File: config.mk
export PLATFORM = sky130hd
export DESIGN_NAME = mpfd_engine
export DESIGN_NICKNAME = d
export VERILOG_FILES = /design/src/design/mpfd_pkg.sv /design/src/design/mpfd_engine.sv
export SDC_FILE = /design/constraint.sdc
export NUM_CORES = 1
export LEC_CHECK = 0
export BUFFER_PORTS_ARGS = -buffer_cell sky130_fd_sc_hd__clkbuf_2
export CORE_MARGIN = 2
export CORE_UTILIZATION = 37
export DETAILED_ROUTE_END_ITERATION = 7
export HOLD_SLACK_MARGIN = 0.12
export PLACE_DENSITY_LB_ADDON = 0.3
export SYNTH_ARGS = -nofsm -noshare
export SYNTH_HDL_FRONTEND = slang
export SYNTH_SLANG_ARGS = --single-unit
File: constraint.sdc
create_clock -name clk -period 11.4 [get_ports clk]
set_clock_uncertainty 0.15 [all_clocks]
set_input_delay 0 -clock clk [delete_from_list [all_inputs] [get_ports clk]]
set_output_delay 0 -clock clk [all_outputs]
set_load 0.02 [all_outputs]
File: src/design/mpfd_pkg.sv
// Shared constants, types and codes for the page-organized monochrome drawing engine.
// Used by mpfd_ram, mpfd_engine and the top level; depends on nothing else.
`timescale 1ns / 1ps

package mpfd_pkg;

  localparam int COLUMNS    = 128;
  localparam int ROWS       = 64;
  localparam int PAGES      = (ROWS + 7) / 8;
  localparam int STORE_SIZE = PAGES * COLUMNS;
  localparam int ADDR_W     = $clog2(STORE_SIZE);
  localparam int PAGE_W     = (PAGES > 1) ? $clog2(PAGES) : 1;

  localparam logic [7:0] COL_LIM  = 8'(COLUMNS);
  localparam logic [7:0] ROW_LIM  = 8'(ROWS);
  localparam logic [7:0] COL_LAST = 8'(COLUMNS - 1);
  localparam logic [7:0] ROW_LAST = 8'(ROWS - 1);

  typedef logic [ADDR_W-1:0] addr_t;
  typedef logic [PAGE_W-1:0] page_t;

  typedef enum logic [2:0] {
    CMD_POINT = 3'd0,
    CMD_READ  = 3'd1,
    CMD_HLINE = 3'd2,
    CMD_VLINE = 3'd3,
    CMD_RECT  = 3'd4,
    CMD_FILL  = 3'd5
  } cmd_t;

  typedef enum logic [2:0] {
    OP_NONE,
    OP_SET,
    OP_CLR,
    OP_XOR,
    OP_READ,
    OP_FILL
  } op_t;

  typedef enum logic [2:0] {
    ST_CLEAR,
    ST_IDLE,
    ST_READ,
    ST_WRITE,
    ST_SWEEP,
    ST_FINISH
  } eng_state_t;

  typedef struct packed {
    op_t        op;
    logic       ok;
    logic [7:0] col_lo;
    logic [7:0] col_hi;
    logic [7:0] row_lo;
    logic [7:0] row_hi;
    logic [7:0] fill;
  } job_t;

  typedef struct packed {
    logic idle;
    logic fin;
    logic ok;
    logic pixel;
  } eng_stat_t;

  typedef struct packed {
    logic       rd;
    logic       wr;
    addr_t      addr;
    logic [7:0] wdata;
  } ram_req_t;

endpackage

File: src/design/mpfd_engine.sv
// Sequencer that reads one pixel or walks the bytes of a page/column window with read-modify-write,
// and sweeps the whole store for fill and the clearing pass. Depends on mpfd_pkg.
`timescale 1ns / 1ps

module mpfd_engine (
  input  logic                clk,
  input  logic                rst_n,
  input  logic                start,
  input  mpfd_pkg::job_t      job,
  input  logic                res_free,
  input  logic [7:0]          rd_data,
  output mpfd_pkg::ram_req_t  req,
  output mpfd_pkg::eng_stat_t stat
);
  import mpfd_pkg::*;

  eng_state_t state_r, state_nxt;
  addr_t      sw_r, sw_nxt;
  job_t       job_r, job_nxt;
  logic [7:0] col_r, col_nxt;
  page_t      page_r, page_nxt;
  logic       pixel_r, pixel_nxt;

  page_t      hi_page;
  page_t      lo_page;
  logic [2:0] lo_bit;
  logic [2:0] hi_bit;
  logic [7:0] mask;
  logic [7:0] new_byte;
  addr_t      cell_addr;
  logic       sw_last;

  assign lo_page   = PAGE_W'(job_r.row_lo >> 3);
  assign hi_page   = PAGE_W'(job_r.row_hi >> 3);
  assign lo_bit    = (page_r == lo_page) ? job_r.row_lo[2:0] : 3'd0;
  assign hi_bit    = (page_r == hi_page) ? job_r.row_hi[2:0] : 3'd7;
  assign mask      = (8'hFF << lo_bit) & (8'hFF >> (3'd7 - hi_bit));
  assign cell_addr = ADDR_W'(page_r * COLUMNS) + ADDR_W'(col_r);
  assign sw_last   = (sw_r == ADDR_W'(STORE_SIZE - 1));

  always_comb begin
    case (job_r.op)
      OP_SET:  new_byte = rd_data | mask;
      OP_CLR:  new_byte = rd_data & ~mask;
      OP_XOR:  new_byte = rd_data ^ mask;
      default: new_byte = rd_data;
    endcase
  end

  always_comb begin
    state_nxt = state_r;
    sw_nxt    = sw_r;
    job_nxt   = job_r;
    col_nxt   = col_r;
    page_nxt  = page_r;
    pixel_nxt = pixel_r;
    req.rd    = 1'b0;
    req.wr    = 1'b0;
    req.addr  = cell_addr;
    req.wdata = new_byte;
    case (state_r)
      ST_CLEAR: begin
        req.wr    = 1'b1;
        req.addr  = sw_r;
        req.wdata = 8'h00;
        if (sw_last) begin
          sw_nxt    = '0;
          state_nxt = ST_IDLE;
        end else begin
          sw_nxt = sw_r + 1'b1;
        end
      end
      ST_IDLE: begin
        if (start) begin
          job_nxt   = job;
          col_nxt   = job.col_lo;
          page_nxt  = PAGE_W'(job.row_lo >> 3);
          pixel_nxt = 1'b0;
          sw_nxt    = '0;
          case (job.op)
            OP_NONE: state_nxt = ST_FINISH;
            OP_FILL: state_nxt = ST_SWEEP;
            default: state_nxt = ST_READ;
          endcase
        end
      end
      ST_READ: begin
        req.rd    = 1'b1;
        state_nxt = ST_WRITE;
      end
      ST_WRITE: begin
        if (job_r.op == OP_READ) begin
          pixel_nxt = rd_data[job_r.row_lo[2:0]];
          state_nxt = ST_FINISH;
        end else begin
          req.wr = 1'b1;
          if (col_r == job_r.col_hi) begin
            if (page_r == hi_page) begin
              state_nxt = ST_FINISH;
            end else begin
              page_nxt  = page_r + 1'b1;
              col_nxt   = job_r.col_lo;
              state_nxt = ST_READ;
            end
          end else begin
            col_nxt   = col_r + 8'd1;
            state_nxt = ST_READ;
          end
        end
      end
      ST_SWEEP: begin
        req.wr    = 1'b1;
        req.addr  = sw_r;
        req.wdata = job_r.fill;
        if (sw_last) begin
          state_nxt = ST_FINISH;
        end else begin
          sw_nxt = sw_r + 1'b1;
        end
      end
      ST_FINISH: begin
        if (res_free) begin
          state_nxt = ST_IDLE;
        end
      end
      default: begin
        state_nxt = ST_IDLE;
      end
    endcase
  end

  always_ff @(posedge clk) begin
    if (!rst_n) begin
      state_r <= ST_CLEAR;
      sw_r    <= '0;
    end else begin
      state_r <= state_nxt;
      sw_r    <= sw_nxt;
    end
  end

  always_ff @(posedge clk) begin
    job_r   <= job_nxt;
    col_r   <= col_nxt;
    page_r  <= page_nxt;
    pixel_r <= pixel_nxt;
  end

  assign stat.idle  = (state_r == ST_IDLE);
  assign stat.fin   = (state_r == ST_FINISH);
  assign stat.ok    = job_r.ok;
  assign stat.pixel = pixel_r;

endmodule

==> parameters.txt, run 1 <==
Parameter                              Value

Clock network
  Number of levels in the clock H-tree    3
  Maximum buffer depth of the clock tree    2
  Clock Pin Slew Worst Setup and Hold Paths    0.07 ns
  Setup Fix Bufs, Post-CTS    0
  TritonCTS buffer count    9
  Clock insertion delay at the later pin of the skew report    ~0.34 ns
  Library cell used as clock root buffer    sky130_fd_sc_hd__clkbuf_8
  Clock tree from TritonCTS    yes
  Number of clock sinks    65

Power and ir drop
  Highest ir drop seen on vdd    0.0627 mV
  Net switching power    slightly above 0.1 mW
  Leak    around 2.0 nW
  Power consumption    between 0.4 and 0.5 mW
  Switching fraction of total power    between 20% and 30%
  Sequential share of power    approximately 56%
  Proportion of power drawn by combinational gates    7.6%
  Total power divided by cell area    ~93 nW/um2
  Internal power consumption    0.352 mW
  Clock share of power    between 30% and 40%

STA
  Unrepaired setup endpoints after global routing    false
  Final Max Slew Viols    0
  Setup TNS Final    0 ns
  Least-Margin Pin Slew    between 1 and 1.5 ns
  Finish-stage setup viols    0
  Final period demand of the worst path    between 3 and 4 ns
  Rel. slew slack    between 20% and 30%
  Final hold violation count    0
  Share of the clock period used by the worst path    approximately 28%
  Fmax    316 MHz
  Min setup slack post-route    8.23 ns

Critical path
  Cells along the critical path    xnor2_1 -> nand3_1 -> or2_2 -> o32ai_1 -> ha_1 -> mux2i_1 -> a21oi_1 -> o22ai_1 -> o21ai_0 -> clkbuf_2
  Reg-to-Reg Start    state_r[0]$_SDFFE_PN0P_
  Top fanout value on the critical path    6
  Required arrival time at the worst endpoint    11.25 ns
  Reg-to-Reg End    state_r[2]$_SDFFE_PN0P_
  Setup slack of the most critical reg-to-reg path    8.48 ns
  Worst-path cell with the longest stage delay    sky130_fd_sc_hd__edfxtp_1
  Kind of start point of the critical path    register
  Classification of the worst setup path    reg -> out
  CP endpoint kind    output pin
  Slowest stage delay, CP    ~0.50 ns
  Number of cells traversed by the worst register-to-register path    6
  Arrival time reported for the critical path endpoint    roughly 3.0 ns

Synthesis
  Unique cell type count in the Yosys netlist    57
  Fraction of the mapped netlist area in compound gates    between 10% and 20%
  Register bit total from synthesis    65
  Post-Synthesis Net Count    between 400 and 500
  Leading register cell type out of synthesis    sky130_fd_sc_hd__edfxtp_1
  Synthesized area per cell    a little over 10 um2
  Post-synth EDFFs    between 50 and 60
  Post-synth ARST share    0%
  Yosys synthesis warning count    0
  Synthesized-area fraction occupied by and/or/nand/nor cells    roughly 14%
  Proportion of synthesized area in mux cells    7.12%
  Sequential-to-total area share from yosys stat    46.9%
  Post-synthesis xor/xnor area fraction    5.41%
  Post-Synthesis Cells    380
  Adder-cell area share of the yosys netlist    approximately 6.8%
  Mapped Area    3880 um2
  Dominant combinational cell family by area after synthesis    simple AND/OR/NAND/NOR gates

Route
  Antenna violation net count after detailed routing    0
  Drt total wl    about 9500 um
  Wire length per cell after detailed routing    between 15 and 20 um
  Avg Vias per Cell    approximately 5.2
  Via total after detailed routing    3242
  First drt pass iteration count    4
  Iteration-0 DRC Markers    around 190
  # DRC    0

Placed design
  Placement-stage worst setup slack    8.59 ns
  Weighted congestion at the end of routability-driven global placement    approximately 0.86
  IO buf count    75
  HPWL after detailed placement    around 6600 um

Floorplanning
  DIE AREA    between 10000 and 15000 um2
  I/O pins    80
  Area of the core region    between 10000 and 15000 um2
  Die width    around 110 um
  Effective utilization at floorplan    a little under two fifths
  Height of the die    ~110 um
  Num rows    37

Global routing
  Antenna violations before repair    0
  Pin count of the biggest net entering global routing    41
  Via count of the first global-routing pass    3107
  Sum of overflow across all layers after global routing    0
  Global Route Usage Sum    roughly 18%
  First-pass GRT wire length    ~16000 um

Min path
  Type of the most critical hold path    in -> reg
  Hold path endpoint    pixel_r$_SDFFCE_PN0P_
  Hold Startpoint    rd_data[6]
  Hold Path Depth    4

Layout
  Layout area overhead    26.2%
  Storage cell area    1820 um2
  Footprint of the multi-input gates    roughly 1900 um2
  Proportion of layout cells with a drive suffix above 1    22.6%
  Most common cell after layout, fill and taps aside    sky130_fd_sc_hd__clkbuf_2
  Number of filler instances in the final layout    about 1000
  Number of nets in the finished design    roughly 570
  Total inserted antenna cells    0
  Top library cells by usage in the layout, fill and taps aside    sky130_fd_sc_hd__clkbuf_2, sky130_fd_sc_hd__edfxtp_1, sky130_fd_sc_hd__dlygate4sd3_1, sky130_fd_sc_hd__nand2_1, sky130_fd_sc_hd__nor2_1
  Final core occ    between 40% and 50%

Run status
  Result of the run    finished, final reports clean

Flow run
  Max-cap check violation count    0
-- routing by layer --
metal | vias to the layer above | routed length [um] | track usage, %
met3 | 13 | 482 | 4.11
li1 | 1597 | - | -
met2 | 91 | 4360 | 26.4
met1 | 1541 | 4490 | 24.5
met4 | 0 | 155 | 6.86
met5 | - | 0 | 0
-- through the flow --
step | hold slack [ns] | instance area (um2) | std cells
floorplan | -0.0511 | 3880 | 380
global placement | 0.0267 | 4320 | 570
detailed placement | 0.0286 | 4320 | 570
CTS | 0.175 | 4900 | 628
global route | 0.204 | 4900 | 628
finish | 0.211 | 4900 | 628
-- power groups by stage --
stage	clock network, mW	logic [mW]	registers, mW
final	0.164	0.0346	0.257
after CTS	0.170	0.0348	0.257
after floorplan	0	0.00993	0.262
after detailed placement	0	0.0234	0.263
after global placement	0	0.0227	0.263
after global routing	0.178	0.0384	0.257
-- critical path, delay by kind of cell, from the launching register on --
kind	cells	cell delay, ns
buf+inv	1	0.21
compound gates	4	0.68
mux	1	0.13
xor+xnor	1	0.20
fa+ha+maj	1	0.31
flops	1	0.50
simple gates	2	0.64
-- Yosys cell counts (all sizes together), types with 2 or more instances --
master | instances | share of area [%]
and2 | 3 | 0.48
mux2 | 9 | 2.6
mux2i | 13 | 3.4
nand2b | 2 | 0.32
nor4 | 2 | 0.32
a21boi | 2 | 0.39
o22ai | 10 | 1.6
clkbuf | 7 | 0.68
inv | 17 | 1.6
nand2 | 31 | 3.0
a21o | 3 | 0.58
and3 | 2 | 0.32
edfxtp | 52 | 40
nand3 | 22 | 3.3
nor2b | 2 | 0.32
xnor2 | 20 | 4.5
buf | 15 | 2.5
o21ai | 32 | 4.1
o2bb2ai | 2 | 0.45
or2 | 3 | 0.48
ha | 21 | 6.8
xor2 | 4 | 0.90
or3 | 4 | 0.64
mux4 | 2 | 1.2
dfxtp | 13 | 6.7
nor2 | 30 | 2.9
a21oi | 26 | 3.4
nand4 | 4 | 0.64
o311ai | 2 | 0.45
nor3 | 7 | 1.0
-- worst max-delay path by stage --
stage	slack, ns	endpoint	startpoint
floorplan	7.21	hi_page[0]$_DFFE_PP_	state_r[0]$_SDFFE_PN0P_
global placement	8.67	req[1]	page_r[2]$_DFFE_PP_
detailed placement	8.59	req[1]	page_r[0]$_DFFE_PP_
CTS	8.19	req[1]	page_r[0]$_DFFE_PP_
global route	8.01	req[1]	page_r[0]$_DFFE_PP_
finish	8.23	req[1]	page_r[0]$_DFFE_PP_
-- logic make-up after synthesis --
family                   after synthesis
XOR/XNOR                              24
multiplexers                          24
adder cells (fa/ha/maj)               21
AND/OR/NAND/NOR                      115
flip-flops                            65
buffers and inverters                 41
AO/OA/AOI/OAI                         90
-- registers in the layout, summed over array words and instances, names as in the netlist --
name,count
hi_page,3
stat,1
state_r,3
pixel_r,1
col_r,8
page_r,3
job_r,36
sw_r,10
-- what timing repair did --
item / CTS / global route
hold buffers: 43 / 0
hold endpoints to repair: 68 / 0
resized for setup: 0 / 0
setup endpoints to repair: 0 / 0
-- final cells by class --
cell class | count | area share, %
clock buffer | 10 | 2.60
clock inverter | 5 | 0.485
inverter | 18 | 1.66
multi-input combinational | 274 | 37.8
sequential | 65 | 37.2
tap | 136 | 3.47
timing repair buffer | 120 | 16.8
Note: power is estimated with default switching activity, not from simulation.
==> run 2: changes to the inputs <==
- clock period: 11.4 -> 2.65 ns (I/O delays scaled with it)
==> run 2 against run 1 <==
  * The run now ends with negative setup slack left
  * Global-route usage shrank 0.35 points
  * Setup slack lost 8.3 ns
  * Clock power grew to 6.6 times the previous value
  * Count of clock-buffer cells in the layout shrank 1
  * Total power grew to 5.1 times the previous value
  * Sequential cell count is the same
  * Via count grew 3.6%
  * Sequential power grew to 4.3 times the previous value
  * Cell count grew 3.8%
  * Highest routed layer unchanged
==> parameters.txt, run 2 (synthesized netlist as in run 1, its figures left out) <==
Parameter                              Value

Run status
  Result of the run    finished, violations left
  Violations in the final reports    negative setup slack

STA
  Final hold violation count    0 (unchanged)
  Final Max Slew Viols    0 (unchanged)
  Finish-stage setup viols    2 (+2)
  Rel. slew slack    60.9% (+39 points)
  Share of the clock period used by the worst path    102%
  Hold Slack    0.132 ns (-0.0791 ns)
  Setup TNS Final    -0.103 ns (-0.103 ns)
  Final period demand of the worst path    roughly 2.7 ns
  Fmax    between 300 and 400 MHz
  Unrepaired setup endpoints after global routing    true
  Least-Margin Pin Slew    0.585 ns (-0.593 ns)
  Min setup slack post-route    -0.0551 ns (-8.29 ns)

Layout
  Number of nets in the finished design    588 (+4.1%)
  Regs by FF count    job_r x36, sw_r x10, col_r x8
  Total inserted antenna cells    0 (unchanged)
  Most common cell after layout, fill and taps aside    sky130_fd_sc_hd__clkbuf_2
  Register with the highest flop count    job_r
  Proportion of layout cells with a drive suffix above 1    29.8% (+7.3 points)
  Layout area overhead    37.4%
  Largest register FFs    36 (unchanged)
  Top library cells by usage in the layout, fill and taps aside    sky130_fd_sc_hd__clkbuf_2, sky130_fd_sc_hd__edfxtp_1, sky130_fd_sc_hd__dlygate4sd3_1, sky130_fd_sc_hd__nor2_1, sky130_fd_sc_hd__nand2_1
  Number of filler instances in the final layout    941 (-4.0%)
  Footprint of the multi-input gates    1990 um2 (+7.1%)
  Final core occ    51.9% (+4.2 points)
  Storage cell area    1820 um2 (unchanged)
  Number of non-filler instances in the completed layout    652 (+3.8%)
  Post-layout instance area    5340 um2 (+8.9%)

Route
  Antenna violation net count after detailed routing    0 (unchanged)
  Iteration-0 DRC Markers    191 (unchanged)
  First drt pass iteration count    5 (+1)
  Via total after detailed routing    3360 (+3.6%)
  Avg Vias per Cell    5.15 (-0.18%)
  # DRC    0 (unchanged)
  Drt total wl    9950 um (+4.9%)
  Wire length per cell after detailed routing    15.3 um (+1.0%)

Critical path
  Top fanout value on the critical path    5 (-1)
  Kind of start point of the critical path    register
  Cells along the critical path    xnor2_1 -> nand3_1 -> buf_4 -> a21oi_1 -> a41o_1 -> ha_1 -> mux2i_1 -> a21oi_1 -> o22ai_1 -> o21ai_1 -> buf_4
  Worst path top cell family by delay    compound AO/OA/AOI/OAI gates
  Number of cells traversed by the worst register-to-register path    6 (unchanged)
  Worst-path cell with the longest stage delay    sky130_fd_sc_hd__edfxtp_1
  Arrival time reported for the critical path endpoint    2.56 ns (-0.46 ns)
  Path length in cells of the critical path    11 (+1)
  Total buffers and inverters traversed by the critical path    2 (+1)
  CP endpoint kind    output pin
  Classification of the worst setup path    reg -> out
  Required arrival time at the worst endpoint    2.50 ns (-8.75 ns)
  Slowest stage delay, CP    0.46 ns (-0.04 ns)

Global routing
  Global Route Usage Sum    17.2% (-0.35 points)
  Antenna violations before repair    0 (unchanged)
  Pin count of the biggest net entering global routing    41 (unchanged)
  First-pass GRT wire length    15300 um (-1.2%)
  Sum of overflow across all layers after global routing    0 (unchanged)
  Via count of the first global-routing pass    3069 (-1.2%)

Clock network
  Library cell used as clock root buffer    sky130_fd_sc_hd__clkbuf_8
  Clock Pin Slew Worst Setup and Hold Paths    0.08 ns (about the same)
  Clock insertion delay at the later pin of the skew report    0.35 ns (about the same)
  Number of clock sinks    65 (unchanged)
  TritonCTS buffer count    9 (unchanged)
  Maximum buffer depth of the clock tree    2 (unchanged)
  Clock tree from TritonCTS    yes
  Number of levels in the clock H-tree    3 (unchanged)

Floorplanning
  Num rows    37 (unchanged)
  DIE AREA    11300 um2 (unchanged)
  Height of the die    106 um (unchanged)
  Area of the core region    10300 um2 (unchanged)
  I/O pins    80 (unchanged)
  Die width    106 um (unchanged)
  Effective utilization at floorplan    37.8% (unchanged)

Flow run
  Max-cap check violation count    0 (unchanged)

Placed design
  Weighted congestion at the end of routability-driven global placement    0.891 (+3.2%)
  IO buf count    75 (unchanged)
  Number of placed cells counting well taps    580 (+1.8%)
  HPWL after detailed placement    6860 um (+4.7%)
  Area after DPL    4410 um2 (+2.2%)

Min path
  Hold Path Depth    4 (unchanged)
  Type of the most critical hold path    in -> reg

Power and ir drop
  Total power divided by cell area    439 nW/um2 (+370%)
  Highest ir drop seen on vdd    0.257 mV (+310%)
  Leak    2.17 nW (+9.9%)
-- run 2: cell types whose count changed in the layout (fill, tap and decap cells not counted), sizes merged --
cell / before / now
buf: 2 / 29
clkbuf: 85 / 78
bufinv: 1 / 4
clkinv: 4 / 1
dlygate4sd3: 43 / 45
inv: 17 / 19
-- run 2: worst reg2reg max path: cells and delay by family, from the launching register on --
kind	cells	cell delay (ns)
buffers and inverters	2	0.81
AND/OR/NAND/NOR	3	0.73
flip-flops	1	0.54
AO/OA/AOI/OAI	1	0.17
-- run 2: final timing paths --
check                                             start                 endpoint  slack [ns]
worst max-delay path                page_r[2]$_DFFE_PP_                   req[6]       -0.06
worst min-delay path                         rd_data[4]    pixel_r$_SDFFCE_PN0P_        0.13
worst max register to register  state_r[0]$_SDFFE_PN0P_  state_r[2]$_SDFFE_PN0P_        0.19
worst min register to register     sw_r[8]$_SDFFE_PN0P_     sw_r[8]$_SDFFE_PN0P_        0.38
-- run 2: per-layer routing --
| metal | part of all wire, % | vias to the layer above | track usage, % |
|---|---|---|---|
| met2 | 46 | 115 | 26.1 |
| met3 | 5.2 | 19 | 3.13 |
| met4 | 2.3 | 0 | 6.68 |
| met1 | 46 | 1581 | 24.5 |
| met5 | 0 | - | 0 |
| li1 | - | 1645 | - |
-- run 2: layout make-up --
type                    count  area share (%)
inverters                  18            1.52
clock buffers               9            2.32
well taps                 136            3.19
repair buffers            143            19.2
flip-flops and latches     65            34.1
clock inverters             7            2.37
multi-input cells         274            37.2
-- run 2: repair_timing --
item                                    4_1_cts  5_1_grt
pin swaps                                     7       22
hold endpoints to repair                     69        0
hold buffers                                 45        0
endpoints found under the setup margin        7        8
setup buffers                                 5        6
gates cloned                                  0        0
gates resized for setup                      11       32
-- run 2: power breakdown --
part           total, mW  switching, mW  internal, mW
clock network       1.08          0.445         0.636
logic              0.154         0.0601        0.0934
registers           1.11        0.00538          1.10
-- run 2: stage by stage --
stage | setup WS, ns | total power [mW]
after CTS | -0.0624 | 2.36
after detailed placement | 0.128 | 1.23
after global placement | 0.192 | 1.23
after floorplan | 0.148 | 1.17
after global routing | -0.188 | 2.41
final | -0.0551 | 2.34
==> run 3: changes to the inputs <==
- clock period: 2.65 -> 3.4 ns (I/O delays scaled with it)
==> run 3 against run 2 <==
  * Sequential cell count unchanged
  * Sequential share of layout area grew 2.2 points
  * Largest cell class unchanged
  * First-iteration DRC count decreased by 8.9%
  * Die area is the same
  * Critical path depth is 1 lower
  * The run now ends clean
  * Clock power shrank 24%
==> parameters.txt, run 3 (synthesized netlist as in run 1, its figures left out) <==
Parameter                              Value

Critical path
  Top fanout value on the critical path    6 (+1)
  Required arrival time at the worst endpoint    3.25 ns (+0.75 ns)
  Arrival time reported for the critical path endpoint    2.94 ns (+0.38 ns)
  CP endpoint kind    output pin
  Kind of start point of the critical path    register
  Classification of the worst setup path    reg -> out

Route
  First drt pass iteration count    4 (-1)
  Drt total wl    9410 um (-5.4%)
  # DRC    0 (unchanged)
  Wire length per cell after detailed routing    14.9 um (-2.3%)
  Via total after detailed routing    3197 (-4.9%)
  Antenna violation net count after detailed routing    0 (unchanged)
  Iteration-0 DRC Markers    174 (-8.9%)
  Avg Vias per Cell    5.07 (-1.7%)

STA
  Final Max Slew Viols    0 (unchanged)
  Share of the clock period used by the worst path    around nine tenths
  Least-Margin Pin Slew    0.832 ns (+0.248 ns)
  Unrepaired setup endpoints after global routing    false
  Fmax    between 300 and 400 MHz
  Rel. slew slack    44.4% (-17 points)
  Final period demand of the worst path    slightly above 3 ns
  Finish-stage setup viols    0 (-2)
  Final hold violation count    0 (unchanged)
  Setup TNS Final    0 ns (+0.103 ns)

Power and ir drop
  Power consumption    1.80 mW (-23%)
  Leak    2.03 nW (-6.5%)
  Total power divided by cell area    359 nW/um2 (-18%)
  Highest ir drop seen on vdd    0.179 mV (-30%)

Layout
  Footprint of the multi-input gates    1860 um2 (-6.3%)
  Most common cell after layout, fill and taps aside    sky130_fd_sc_hd__clkbuf_2
  Layout area overhead    29.0%
  Largest register FFs    36 (unchanged)
  Top library cells by usage in the layout, fill and taps aside    sky130_fd_sc_hd__clkbuf_2, sky130_fd_sc_hd__edfxtp_1, sky130_fd_sc_hd__dlygate4sd3_1, sky130_fd_sc_hd__nand2_1, sky130_fd_sc_hd__nor2_1
  Proportion of layout cells with a drive suffix above 1    23.6% (-6.2 points)
  Post-layout instance area    5010 um2 (-6.1%)
  Storage cell area    1820 um2 (unchanged)
  Regs by FF count    job_r x36, sw_r x10, col_r x8
  Number of nets in the finished design    567 (-3.6%)
  Register with the highest flop count    job_r
  Total inserted antenna cells    0 (unchanged)
  Number of filler instances in the final layout    976 (+3.7%)

Flow run
  Max-cap check violation count    0 (unchanged)

Floorplanning
  Effective utilization at floorplan    37.8% (unchanged)
  Die width    106 um (unchanged)
  Num rows    37 (unchanged)
  Area of the core region    10300 um2 (unchanged)
  I/O pins    80 (unchanged)
  Height of the die    106 um (unchanged)
  DIE AREA    11300 um2 (unchanged)

Placed design
  HPWL after detailed placement    6700 um (-2.4%)
  Area after DPL    4340 um2 (-1.6%)
  Weighted congestion at the end of routability-driven global placement    0.863 (-3.2%)
  IO buf count    75 (unchanged)

Global routing
  Pin count of the biggest net entering global routing    41 (unchanged)
  First-pass GRT wire length    15300 um (about the same)
  Via count of the first global-routing pass    3121 (+1.7%)
  Sum of overflow across all layers after global routing    0 (unchanged)
  Global Route Usage Sum    17.4% (+0.16 points)
  Antenna violations before repair    0 (unchanged)

Clock network
  TritonCTS buffer count    9 (unchanged)
  Clock insertion delay at the later pin of the skew report    0.36 ns (about the same)
  Quantity of gates resized following cts    0 (-11)
  Library cell used as clock root buffer    sky130_fd_sc_hd__clkbuf_8
  Clock Pin Slew Worst Setup and Hold Paths    0.07 ns (about the same)
  Number of clock sinks    65 (unchanged)
  Clock tree from TritonCTS    yes
  Number of levels in the clock H-tree    3 (unchanged)
  Maximum buffer depth of the clock tree    2 (unchanged)

Min path
  Type of the most critical hold path    in -> reg

Run status
  Result of the run    finished, final reports clean
==> run 3: changes by cell type in the layout (fill, tap and decap cells not counted), sizes merged <==
| cell | change |
|---|---|
| buf | -25 |
| clkbuf | +6 |
| clkinv | +2 |
| dlygate4sd3 | -2 |
| clkinvlp | -1 |
| inv | -1 |
==> run 3: final cells by class <==
type	count	area share, %
Timing Repair Buffer	122	16.7
Clock buffer	9	2.47
Multi-Input combinational cell	274	37.1
Inverter	18	1.62
Tap cell	136	3.40
Sequential cell	65	36.4
Clock inverter	7	2.32
==> run 3: final timing paths <==
kind / depth (start not counted) / slack (ns) / end / startpoint
min reg2reg: 2 / 0.37 / sw_r[9]$_SDFFE_PN0P_ / sw_r[9]$_SDFFE_PN0P_
max reg2reg: 5 / 0.51 / state_r[2]$_SDFFE_PN0P_ / state_r[2]$_SDFFE_PN0P_
min: 4 / 0.14 / pixel_r$_SDFFCE_PN0P_ / rd_data[2]
max: 10 / 0.31 / req[1] / page_r[0]$_DFFE_PP_
==> run 3: stage by stage <==
step	instances	util [%]	hold WS, ns	setup slack [ns]
floorplan	380	-	-0.0511	0.429
global placement	572	42.2	0.0285	0.758
detailed placement	572	42.2	0.0286	0.660
CTS	631	48.7	0.129	0.261
global route	631	48.7	0.151	0.0112
finish	631	48.7	0.142	0.314
==> run 3: layer usage <==
metal / track usage (%) / vias up / share of wire (%)
li1: - / 1609 / -
met1: 23.5 / 1482 / 47
met2: 26.6 / 92 / 46
met3: 3.86 / 14 / 4.9
met4: 7.98 / 0 / 1.8
met5: 0 / - / 0
==> run 3: critical path: stages, from the launching register on <==
cell,delay [ns]
sky130_fd_sc_hd__edfxtp_1,0.50
sky130_fd_sc_hd__xnor2_1,0.19
sky130_fd_sc_hd__nand3_1,0.23
sky130_fd_sc_hd__or2_2,0.37
sky130_fd_sc_hd__o32ai_1,0.35
sky130_fd_sc_hd__ha_1,0.31
sky130_fd_sc_hd__mux2i_1,0.15
sky130_fd_sc_hd__a21oi_1,0.09
sky130_fd_sc_hd__o22ai_1,0.15
sky130_fd_sc_hd__o21ai_0,0.09
sky130_fd_sc_hd__clkbuf_2,0.17
==> run 3: report_power, final <==
| group | total [mW] | switching (mW) | leakage (nW) | internal [mW] |
|---|---|---|---|---|
| clock | 0.821 | 0.334 | 0.121 | 0.487 |
| combinational | 0.117 | 0.0465 | 1.33 | 0.0707 |
| sequential | 0.863 | 0.00401 | 0.573 | 0.859 |
==> run 3: what timing repair did <==
action,CTS,global route
buffers inserted,0,0
hold endpoints to repair,68,0
hold buffers,43,0
